===== src/rtl/ruhdp_pkg.sv =====
// ----------------------------------------------------------------------------
// ruhdp_pkg
// Shared widths, types and constants of the rectangle union hull DP unit.
// ----------------------------------------------------------------------------
package ruhdp_pkg;

   localparam int XW = 30;
   localparam int VW = 60;
   localparam int BW = 64;
   localparam int PW = 94;
   localparam int MULT_STEPS = XW;
   localparam int DEF_MAX_RECTS = 1024;

   localparam logic signed [BW-1:0] F_LIM = 64'sh2000_0000_0000_0000;
   localparam logic [VW-1:0] OUT_MAX = {VW{1'b1}};

   typedef struct packed {
      logic [XW-1:0] x;
      logic [XW-1:0] y;
      logic [VW-1:0] val;
   } rect_type;

   typedef struct packed {
      logic                 start;
      logic signed [BW-1:0] a;
      logic [XW-1:0]        b;
   } mul_req_type;

endpackage


===== src/rtl/ruhdp_mul.sv =====
// ----------------------------------------------------------------------------
// ruhdp_mul
// Shared shift-add multiplier: signed 64-bit by unsigned 30-bit, one bit a cycle.
// ----------------------------------------------------------------------------
module ruhdp_mul import ruhdp_pkg::*; (
   input  logic                 clock,
   input  logic                 reset,
   input  mul_req_type          req,
   output logic                 done,
   output logic signed [PW-1:0] prod
);

   localparam int CW = $clog2(MULT_STEPS + 1);

   logic                 run_ff, run_in;
   logic                 done_ff, done_in;
   logic [CW-1:0]        cnt_ff, cnt_in;
   logic signed [PW-1:0] acc_ff, acc_in;
   logic signed [PW-1:0] mcand_ff, mcand_in;
   logic [XW-1:0]        mplr_ff, mplr_in;

   always_comb begin
      run_in   = run_ff;
      done_in  = 1'b0;
      cnt_in   = cnt_ff;
      acc_in   = acc_ff;
      mcand_in = mcand_ff;
      mplr_in  = mplr_ff;
      if (req.start) begin
         run_in   = 1'b1;
         cnt_in   = CW'(MULT_STEPS);
         acc_in   = '0;
         mcand_in = {{(PW-BW){req.a[BW-1]}}, req.a};
         mplr_in  = req.b;
      end else if (run_ff) begin
         if (mplr_ff[0]) begin
            acc_in = acc_ff + mcand_ff;
         end
         mcand_in = mcand_ff <<< 1;
         mplr_in  = mplr_ff >> 1;
         cnt_in   = cnt_ff - CW'(1);
         if (cnt_ff == CW'(1)) begin
            run_in  = 1'b0;
            done_in = 1'b1;
         end
      end
   end

   always_ff @(posedge clock) begin
      if (reset) begin
         run_ff  <= 1'b0;
         done_ff <= 1'b0;
         cnt_ff  <= '0;
      end else begin
         run_ff  <= run_in;
         done_ff <= done_in;
         cnt_ff  <= cnt_in;
      end
      acc_ff   <= acc_in;
      mcand_ff <= mcand_in;
      mplr_ff  <= mplr_in;
   end

   assign done = done_ff;
   assign prod = acc_ff;

   a_no_restart: assert property (@(posedge clock) disable iff (reset)
      req.start |-> !run_ff) else $error("multiplier started while running");
   a_done_idle: assert property (@(posedge clock) disable iff (reset)
      done_ff |-> !run_ff) else $error("multiplier done while running");

endmodule


===== config.mk =====
export PLATFORM = sky130hd
export DESIGN_NAME = ruhdp_mul
export DESIGN_NICKNAME = d
export VERILOG_FILES = /design/src/rtl/ruhdp_pkg.sv /design/src/rtl/ruhdp_mul.sv
export SDC_FILE = /design/constraint.sdc
export NUM_CORES = 1
export LEC_CHECK = 0
export ABC_AREA = 1
export BUFFER_PORTS_ARGS = -buffer_cell sky130_fd_sc_hd__buf_4
export CAP_MARGIN = 20
export CORE_UTILIZATION = 35
export DETAILED_ROUTE_END_ITERATION = 10
export PLACE_DENSITY = 0.5
export SKIP_CTS_REPAIR_TIMING = 1
export SLEW_MARGIN = 20
export SYNTH_ARGS = -nofsm -noshare
export SYNTH_HDL_FRONTEND = slang
export SYNTH_SLANG_ARGS = --single-unit

===== constraint.sdc =====
create_clock -name clock -period 5.3 [get_ports clock]
set_input_delay 0.795 -clock clock [delete_from_list [all_inputs] [get_ports clock]]
set_output_delay 0.795 -clock clock [all_outputs]
set_load 0.02 [all_outputs]

==> results.py, run 1 <==
metrics = {
    "run_status": {
        "status": "finished, final reports clean",
    },
    "timing": {
        "holdWs_ps": 368,
        "setup_viol_count_final": 0,
        "rsz0062_at_grt": "no",
        "setup_ws_ps": 2330,
        "finClkSkew_ps": 13.8,
        "finalSetupTns_ps": 0,
        "worst-slew-pin-transition_ps": 1020,
        "hold_violations": 0,
        "relSlewSlack": 0.318,
        "fin_crit_ps": 2970,
        "fmax_mhz": 337,
        "fin_crit_sh": 0.560,
        "slew_viol_final": 0,
    },
    "clocking": {
        "cts_root_buffer": "clkbuf_16",
        "clk_pin_slew_ps": 60,
        "clkSinkCount": 225,
        "cts_buffers": 29,
        "cts.path.max_buffers": 3,
        "clock_latency_ps": 600,
        "tritoncts": "yes",
        "h-tree-depth": 1,
    },
    "flow_run": {
        "maxCapViolations": 0,
    },
    "cells_and_area": {
        "drive_above_1_share": 0.119,
        "final_cells": 3986,
        "antenna_cells": 0,
        "post-route-cell-area_um2": 21600,
        "area_growth_syn_to_layout_pct": 16.6,
        "n_fill_cell": 5748,
        "finalNetCount": 3476,
        "utilization": 0.417,
    },
    "min_path": {
        "min_path_cells": 2,
        "hold_path_class": "in -> reg",
    },
    "logic_synthesis": {
        "synth_fa_ha_area_frac": 0.0652,
        "synth_nets": 3302,
        "synth_seq_cells": 225,
        "synth_cell_types": 34,
        "syn_area_um2": 18500,
        "avgSynthCellArea_um2": 5.96,
        "synth_xor_area_frac": 0.0227,
        "synth-async-reset-ratio": 0,
        "ys.flop_type": "edfxtp_1",
        "synth_most_common_cell": "nand2_1",
        "yosys.area.top_type": "nand2_1",
        "yosysSeqAreaShare": 0.310,
        "synth-edff-count": 124,
        "synth_top_family_by_area": "simple AND/OR/NAND/NOR gates",
        "yosys_warnings": 0,
        "synth_top_area_frac": 0.260,
        "ys_top_cells_by_area": "nand2_1 (26%), edfxtp_1 (20%), inv_1 (12%)",
        "postSynthCellCount": 3109,
        "synth_common_cells": "nand2_1 (1286), inv_1 (604), nor2_1 (339), edfxtp_1 (124), dfxtp_1 (101)",
        "synth_compound_area_frac": 0.0489,
        "synthSimpleGateAreaFrac": 0.411,
        "synthMuxAreaShare": 0,
    },
    "floorplanning": {
        "rows": 83,
        "ios": 192,
        "fp.dieH_um": 232,
        "die_w_um": 232,
        "start_util": 0.358,
        "dieArea_um2": 53900,
        "coreArea_um2": 51800,
    },
    "setup_path": {
        "r2r_cells": 17,
        "path_cells": "ha_1 > inv_1 > fa_1 > inv_1 > nand3_1 > nand2_1 > nand2_1 > nand2_1 > nand2_1 > nand3_2 > nand2_1 > nand2_1 > nand2_1 > nand3_1 > nand2_1 > nor2_1 > nor2_1",
        "crit_arrival_ps": 3460,
        "slowest_stage": "fa_1",
        "crit_type": "reg -> reg",
        "start_kind": "flop",
        "critPathCaptureType": "flop",
        "path_max_fanout": 4,
        "rrSetupSlack_ps": 2330,
        "cpMostUsedCell": "nand2_1",
        "slowest_delay_ps": 390,
        "worstPathRequired_ps": 5790,
    },
    "global_route": {
        "grt_pass1_vias": 17900,
        "grt_pass1_wl_um": 105000,
        "grt_max_degree": 89,
        "grt_overflow": 0,
        "antenna_found_initial": 2,
        "track_usage": 0.258,
    },
    "pwr": {
        "p_leak_nw": 12.4,
        "ir_drop_mv": 0.167,
        "powerDensity_nw_per_um2": 272,
        "power_mw": 5.89,
    },
    "placed_design": {
        "place_area_um2": 20700,
        "dpl.hpwl_um": 56900,
        "portBuffers": 191,
        "routabilityCongestion": 0.970,
        "placedCellCount": 3932,
        "dp_slack_ps": 2070,
    },
    "drt": {
        "drc": 0,
        "drtPass1Iterations": 5,
        "drt_iter0_markers": 1394,
        "ant_nets": 0,
        "num_vias": 18700,
        "via_per_inst": 4.68,
        "wl_per_cell_um": 17.4,
        "wirelength_um": 69400,
    },
}
-- flip-flops by register name (all words and copies together) (netlist names) --
signal and cells:
mcand_ff 94, prod 94, mplr_ff 30, cnt_ff 5, done 1, run_ff 1
-- final cells by class --
| type | count | area [um2] | area share |
|---|---|---|---|
| clock buffers | 42 | 815 | 0.0377 |
| clock inverters | 12 | 113 | 0.00521 |
| inverters | 642 | 2410 | 0.112 |
| multi-input cells | 2185 | 10200 | 0.470 |
| flip-flops and latches | 225 | 5750 | 0.266 |
| well taps | 680 | 851 | 0.0393 |
| repair buffers | 200 | 1520 | 0.0702 |
-- kinds of logic (layout without fill, tap and decap cells) --
logic type / Yosys count / after routing
and+or+nand+nor: 1871 / 1871
buffers and inverters: 699 / 896
DFF: 225 / 225
AOI/OAI and AO/OA: 170 / 170
adders and majority gates: 96 / 96
xor gates and xnor gates: 48 / 48
-- placed cells by master, fill, tap and decap left out, types with 54 or more instances in the layout --
cell         n
nand2_1   1284
buf_4      198
a21oi_1     73
nor2_2      54
nand3_1     97
ha_1        95
o21ai_0     69
dfxtp_1    101
inv_1      604
nor2_1     339
edfxtp_1   124
-- per-layer routing --
metal	global-route usage	share of wire
met3	0.0402	0.069
met1	0.384	0.50
met2	0.386	0.41
met4	0.0572	0.021
met5	0	0
-- report_power, final --
part | switching, mW | internal, mW
logic | 1.20 | 0.566
registers | 0.131 | 2.03
clock network | 0.837 | 1.12
total | 2.17 | 3.72
-- final timing paths --
check	from	to
setup / recovery	mcand_ff[0]$_SDFFCE_PN0P_	prod[72]$_SDFFE_PP0P_
hold / removal	reset	cnt_ff[3]$_SDFFE_PP0P_
setup reg to reg	mcand_ff[0]$_SDFFCE_PN0P_	prod[72]$_SDFFE_PP0P_
hold reg to reg	cnt_ff[3]$_SDFFE_PP0P_	cnt_ff[3]$_SDFFE_PP0P_
-- critical path: cells and delay by family, from the launching register on --
family / cells / cell delay (ps)
AND/OR/NAND/NOR: 13 / 1700
adder cells (fa/ha/maj): 2 / 620
buffers and inverters: 2 / 160
flip-flops: 1 / 360
No activity file was read; power rests on OpenSTA's default activity.
==> inputs of run 2 (changes only) <==
--- a/config.mk
+++ b/config.mk
@@ -10,7 +10,7 @@
 export CAP_MARGIN = 20
 export CORE_UTILIZATION = 35
 export DETAILED_ROUTE_END_ITERATION = 10
-export PLACE_DENSITY = 0.5
+export PLACE_DENSITY = 0.52
 export SKIP_CTS_REPAIR_TIMING = 1
 export SLEW_MARGIN = 20
 export SYNTH_ARGS = -nofsm -noshare
==> constraint.sdc (replaced) <==
create_clock -name clock -period 2.42 [get_ports clock]
set_input_delay 0.363 -clock clock [delete_from_list [all_inputs] [get_ports clock]]
set_output_delay 0.363 -clock clock [all_outputs]
set_load 0.02 [all_outputs]
==> run 2 against run 1 <==
Net effect:
- final cell count increased by 13%
- utilization up 12 points
- non-clock buffer count is 513 higher
- largest power group is now combinational cells
- highest routed layer unchanged
==> results.py, run 2 (same netlist as run 1, synthesis figures left out) <==
metrics = {
    "run_status": {
        "status": "finished, final reports clean",
    },
    "cells_and_area": {
        "finalNetCount": 3989,
        "post-route-cell-area_um2": 28000,
        "drive_above_1_share": 0.340,
        "layout_common_cells": "nand2_1 (1142), buf_4 (697), inv_1 (590)",
        "multi_input_area_um2": 12600,
        "seqCellArea_um2": 5750,
        "utilization": 0.541,
        "mostFrequentLayoutCell": "nand2_1",
        "area_growth_syn_to_layout_pct": 51.0,
        "n_fill_cell": 5327,
    },
    "setup_path": {
        "timing.rr.end": "prod[71]$_SDFFE_PP0P_",
        "cp_num_buf_inv": 2,
        "crit_path_start": "mcand_ff[48]$_DFFE_PP_",
        "slowest_delay_ps": 440,
        "crit_arrival_ps": 2880,
        "cp-endpoint": "prod[71]$_SDFFE_PP0P_",
        "start_kind": "flop",
        "slowest_stage": "edfxtp_1",
        "crit_type": "reg -> reg",
        "critPathCaptureType": "flop",
        "worstPathRequired_ps": 2910,
        "path_cells": "ha_4 > nand2_2 > nor2_1 > buf_4 > nand2_1 > inv_1 > nand2_1 > and2_2 > nor2_4 > nor2_1 > nand3_1 > nand2_1 > nor2_2 > nor2_1",
        "critPathTopFamily": "simple AND/OR/NAND/NOR gates",
        "r2r_start": "mcand_ff[48]$_DFFE_PP_",
        "rrSetupSlack_ps": 30,
        "crit_cells": 14,
        "path_max_fanout": 4,
        "r2r_cells": 14,
    },
    "clocking": {
        "clk_pin_slew_ps": 60,
        "clkSinkCount": 225,
        "tritoncts": "yes",
        "h-tree-depth": 1,
        "clock_latency_ps": 610,
        "cts_root_buffer": "clkbuf_16",
        "cts_buffers": 29,
        "cts.path.max_buffers": 3,
    },
    "floorplanning": {
        "coreArea_um2": 51800,
        "start_util": 0.358,
        "fp.dieH_um": 232,
        "ios": 192,
        "dieArea_um2": 53900,
        "rows": 83,
        "die_w_um": 232,
    },
    "drt": {
        "ant_nets": 0,
        "wirelength_um": 80100,
        "drc": 0,
        "drt_iter0_markers": 1473,
        "via_per_inst": 4.66,
        "wl_per_cell_um": 17.8,
        "drtPass1Iterations": 5,
        "num_vias": 20900,
    },
    "timing": {
        "rsz0062_at_grt": "yes",
        "relSlewSlack": 0.556,
        "holdWs_ps": 17.4,
        "fmax_mhz": 418,
        "fin_crit_sh": 0.988,
        "hold_violations": 0,
        "fin_crit_ps": 2390,
        "worst-slew-pin-transition_ps": 667,
        "setup_viol_count_final": 0,
        "finalSetupTns_ps": 0,
        "finClkSkew_ps": 35.5,
        "slew_viol_final": 0,
    },
    "global_route": {
        "grt_pass1_vias": 19900,
        "grt_overflow": 0,
        "track_usage": 0.288,
        "antenna_found_initial": 1,
        "grt_pass1_wl_um": 117000,
        "grt_max_degree": 101,
    },
    "flow_run": {
        "maxCapViolations": 0,
    },
    "placed_design": {
        "portBuffers": 191,
        "place_area_um2": 24200,
        "routabilityCongestion": 1.00,
        "dpl.hpwl_um": 64200,
    },
    "pwr": {
        "ir_drop_mv": 0.646,
        "powerDensity_nw_per_um2": 536,
        "p_leak_nw": 15.2,
    },
    "min_path": {
        "hold_path_class": "in -> reg",
    },
}
-- run 2: cell types whose count changed in the layout (fill, tap and decap cells not counted), moves of 28 or more --
cell	change
a21oi_1	-28
buf_4	+499
ha_1	-82
ha_4	+79
nand2_1	-142
nand2_2	+120
nor2_1	-81
nor2_4	+54
-- run 2: stage by stage --
step	std cells	total power, mW	setup WS (ps)
finish	4498	15.0	28.8
global route	4497	15.8	-115
CTS	4446	14.1	-538
detailed placement	4394	9.73	-512
global placement	4394	9.70	-469
floorplan	3109	7.22	8.52
-- run 2: how the worst min path moves through the flow --
stage	cells after the start	from	endpoint
floorplan	1	reset	cnt_ff[3]$_SDFFE_PP0P_
global placement	2	cnt_ff[4]$_SDFFE_PP0P_	cnt_ff[4]$_SDFFE_PP0P_
detailed placement	2	cnt_ff[3]$_SDFFE_PP0P_	cnt_ff[3]$_SDFFE_PP0P_
CTS	2	reset	cnt_ff[3]$_SDFFE_PP0P_
global route	3	req[29]	mplr_ff[29]$_SDFFCE_PN0P_
finish	3	req[29]	mplr_ff[29]$_SDFFCE_PN0P_
-- run 2: layout make-up --
class	count	area share
multi-input combinational	2185	0.449
sequential	225	0.205
timing repair buffer	713	0.196
inverter	642	0.0862
tap	680	0.0304
clock buffer	37	0.0277
clock inverter	15	0.00545
antenna	1	0.0000893
-- run 2: tightest hold or removal path, stage by stage --
cell and delay (ps):
buf_4 70, nand2_1 40, inv_1 40
-- run 2: power breakdown --
part / switching, mW / internal [mW] / leakage, nW
combinational: 3.27 / 2.62 / 12.6
sequential: 0.328 / 4.45 / 2.10
clock: 1.87 / 2.48 / 0.449
total: 5.47 / 9.55 / 15.2
-- run 2: per-layer routing --
layer / wire length [um] / GRT usage / vias to the layer above
li1: - / - / 10700
met1: 39800 / 0.436 / 9672
met2: 34100 / 0.434 / 540
met3: 4360 / 0.0275 / 77
met4: 1850 / 0.0668 / 0
met5: 0 / 0 / -
==> inputs of run 3 (changes only) <==
--- a/config.mk
+++ b/config.mk
@@ -8,6 +8,7 @@
 export ABC_AREA = 1
 export BUFFER_PORTS_ARGS = -buffer_cell sky130_fd_sc_hd__buf_4
 export CAP_MARGIN = 20
+export CORE_ASPECT_RATIO = 0.5
 export CORE_UTILIZATION = 35
 export DETAILED_ROUTE_END_ITERATION = 10
 export PLACE_DENSITY = 0.52
==> run 3 against run 2 <==
Net effect:
- final cell count decreased by 2.8%
- utilization is 3.2 points lower
- critical path depth increased by 1
- final area shrank 5.4%
- register-to-register slack about the same
- global-route usage fell by 2.9 points
- routed wire length is 10% lower
- flip-flop and latch count unchanged
- count of clock-buffer cells in the layout is 6 lower
- sequential share of layout area increased by 1.2 points
- critical path type unchanged
- largest cell class unchanged
- largest power group unchanged
- highest routed layer unchanged
==> results.py, run 3 (same netlist as run 1, synthesis figures left out) <==
metrics = {
    "pwr": {
        "p_comb_frac": 0.378,
        "powerDensity_nw_per_um2": 527,
        "swShare": 0.364,
        "seqPwrFrac": 0.342,
        "power_mw": 14.0,
        "power_frac_clock": 0.279,
        "switchingPower_mw": 5.08,
        "ir_drop_mv": 0.483,
        "p_leak_nw": 14.5,
        "internal-power_mw": 8.89,
    },
    "timing": {
        "fmax_mhz": 416,
        "worst-slew-pin-transition_ps": 636,
        "finalSetupTns_ps": 0,
        "finClkSkew_ps": 29.0,
        "fin_crit_sh": 0.992,
        "relSlewSlack": 0.576,
        "hold_violations": 0,
        "holdWs_ps": 54.5,
        "rsz0062_at_grt": "yes",
        "setup_viol_count_final": 0,
        "slew_viol_final": 0,
        "fin_crit_ps": 2400,
    },
    "cells_and_area": {
        "layout_common_cells": "nand2_1 (1190), inv_1 (599), buf_4 (556)",
        "final_cells": 4370,
        "seqCellArea_um2": 5750,
        "area_growth_syn_to_layout_pct": 42.9,
        "drive_above_1_share": 0.292,
        "multi_input_area_um2": 12200,
        "mostFrequentLayoutCell": "nand2_1",
        "finalNetCount": 3844,
        "post-route-cell-area_um2": 26500,
        "antenna_cells": 0,
        "n_fill_cell": 5462,
    },
    "floorplanning": {
        "ios": 192,
        "die_w_um": 328,
        "fp.dieH_um": 165,
        "rows": 59,
        "start_util": 0.356,
        "dieArea_um2": 54000,
        "coreArea_um2": 52100,
    },
    "setup_path": {
        "slowest_stage": "edfxtp_1",
        "cp_num_buf_inv": 2,
        "crit_arrival_ps": 2860,
        "path_max_fanout": 4,
        "slowest_delay_ps": 450,
        "critPathTopFamily": "simple AND/OR/NAND/NOR gates",
        "start_kind": "flop",
        "cpMostUsedCell": "nand2_2",
        "path_cells": "ha_4 > nand2_2 > buf_4 > nor2_4 > nand2_2 > inv_1 > nand4_1 > nand3_4 > nand2_1 > nand2_2 > nand2_2 > nand3_1 > nand2_1 > nor2_4 > nor2_1",
        "worstPathRequired_ps": 2880,
        "crit_type": "reg -> reg",
        "critPathCaptureType": "flop",
    },
    "placed_design": {
        "dpl.hpwl_um": 57200,
        "portBuffers": 191,
        "placedCellCount": 4275,
        "routabilityCongestion": 1.04,
        "place_area_um2": 23300,
    },
    "clocking": {
        "clock_latency_ps": 580,
        "tritoncts": "yes",
        "clk_pin_slew_ps": 80,
        "cts_root_buffer": "clkbuf_16",
        "clkSinkCount": 225,
        "cts.path.max_buffers": 3,
        "cts_buffers": 25,
        "h-tree-depth": 1,
    },
    "drt": {
        "drtPass1Iterations": 7,
        "wl_per_cell_um": 16.5,
        "wirelength_um": 71900,
        "drt_iter0_markers": 1539,
        "drc": 0,
        "via_per_inst": 4.57,
        "ant_nets": 0,
        "num_vias": 20000,
    },
    "global_route": {
        "grt_max_degree": 133,
        "grt_overflow": 0,
        "track_usage": 0.259,
        "antenna_found_initial": 0,
        "grt_pass1_vias": 18500,
        "grt_pass1_wl_um": 106000,
    },
    "run_status": {
        "status": "finished, final reports clean",
    },
    "min_path": {
        "hold_path_class": "in -> reg",
    },
    "flow_run": {
        "maxCapViolations": 0,
    },
}
==> run 3: changes by cell type in the layout (fill, tap and decap cells not counted), sizes merged <==
cell      delta
buf        -141
clkbuf       -6
clkinvlp     -1
diode        -1
==> run 3: metal layers <==
metal  track usage  share of wire  vias up
met4        0.0520          0.022        0
met5             0              0        -
met1         0.370           0.49     9041
met3        0.0572          0.070       77
met2         0.398           0.42      450
li1              -              -    10400
==> run 3: power groups by stage <==
| stage | Sequential [mW] | Combinational [mW] | Clock [mW] |
|---|---|---|---|
| global placement | 4.76 | 4.52 | 0 |
| global route | 4.82 | 5.80 | 4.16 |
| detailed placement | 4.76 | 4.53 | 0 |
| floorplan | 4.85 | 2.37 | 0 |
| CTS | 4.68 | 4.55 | 4.05 |
| finish | 4.78 | 5.29 | 3.90 |
==> run 3: metrics by stage <==
| stage | worst slack, ps | utilization |
|---|---|---|
| global route | -54.7 | 0.508 |
| finish | 18.3 | 0.508 |
| CTS | -510 | 0.462 |
| floorplan | 8.52 | - |
| global placement | -445 | 0.447 |
| detailed placement | -434 | 0.447 |
==> run 3: final cells by class <==
type	instances	area share
tap	701	0.0331
timing repair buffer	572	0.168
sequential	225	0.217
multi-input combinational	2185	0.461
inverter	642	0.0911
clock buffer	31	0.0248
clock inverter	14	0.00496
==> run 3: tightest hold or removal path, stage by stage <==
cell and delay, ps:
buf_4 80, nand2_1 40, inv_1 40
==> run 3: final timing paths <==
path	from	endpoint	slack, ps	depth (start not counted)
worst max-delay path	mcand_ff[15]$_DFFE_PP_	prod[67]$_SDFFE_PP0P_	20	15
worst min-delay path	req[29]	mplr_ff[29]$_SDFFCE_PN0P_	50	3
worst max register to register	mcand_ff[15]$_DFFE_PP_	prod[67]$_SDFFE_PP0P_	20	15
worst min register to register	cnt_ff[3]$_SDFFE_PP0P_	cnt_ff[3]$_SDFFE_PP0P_	470	2
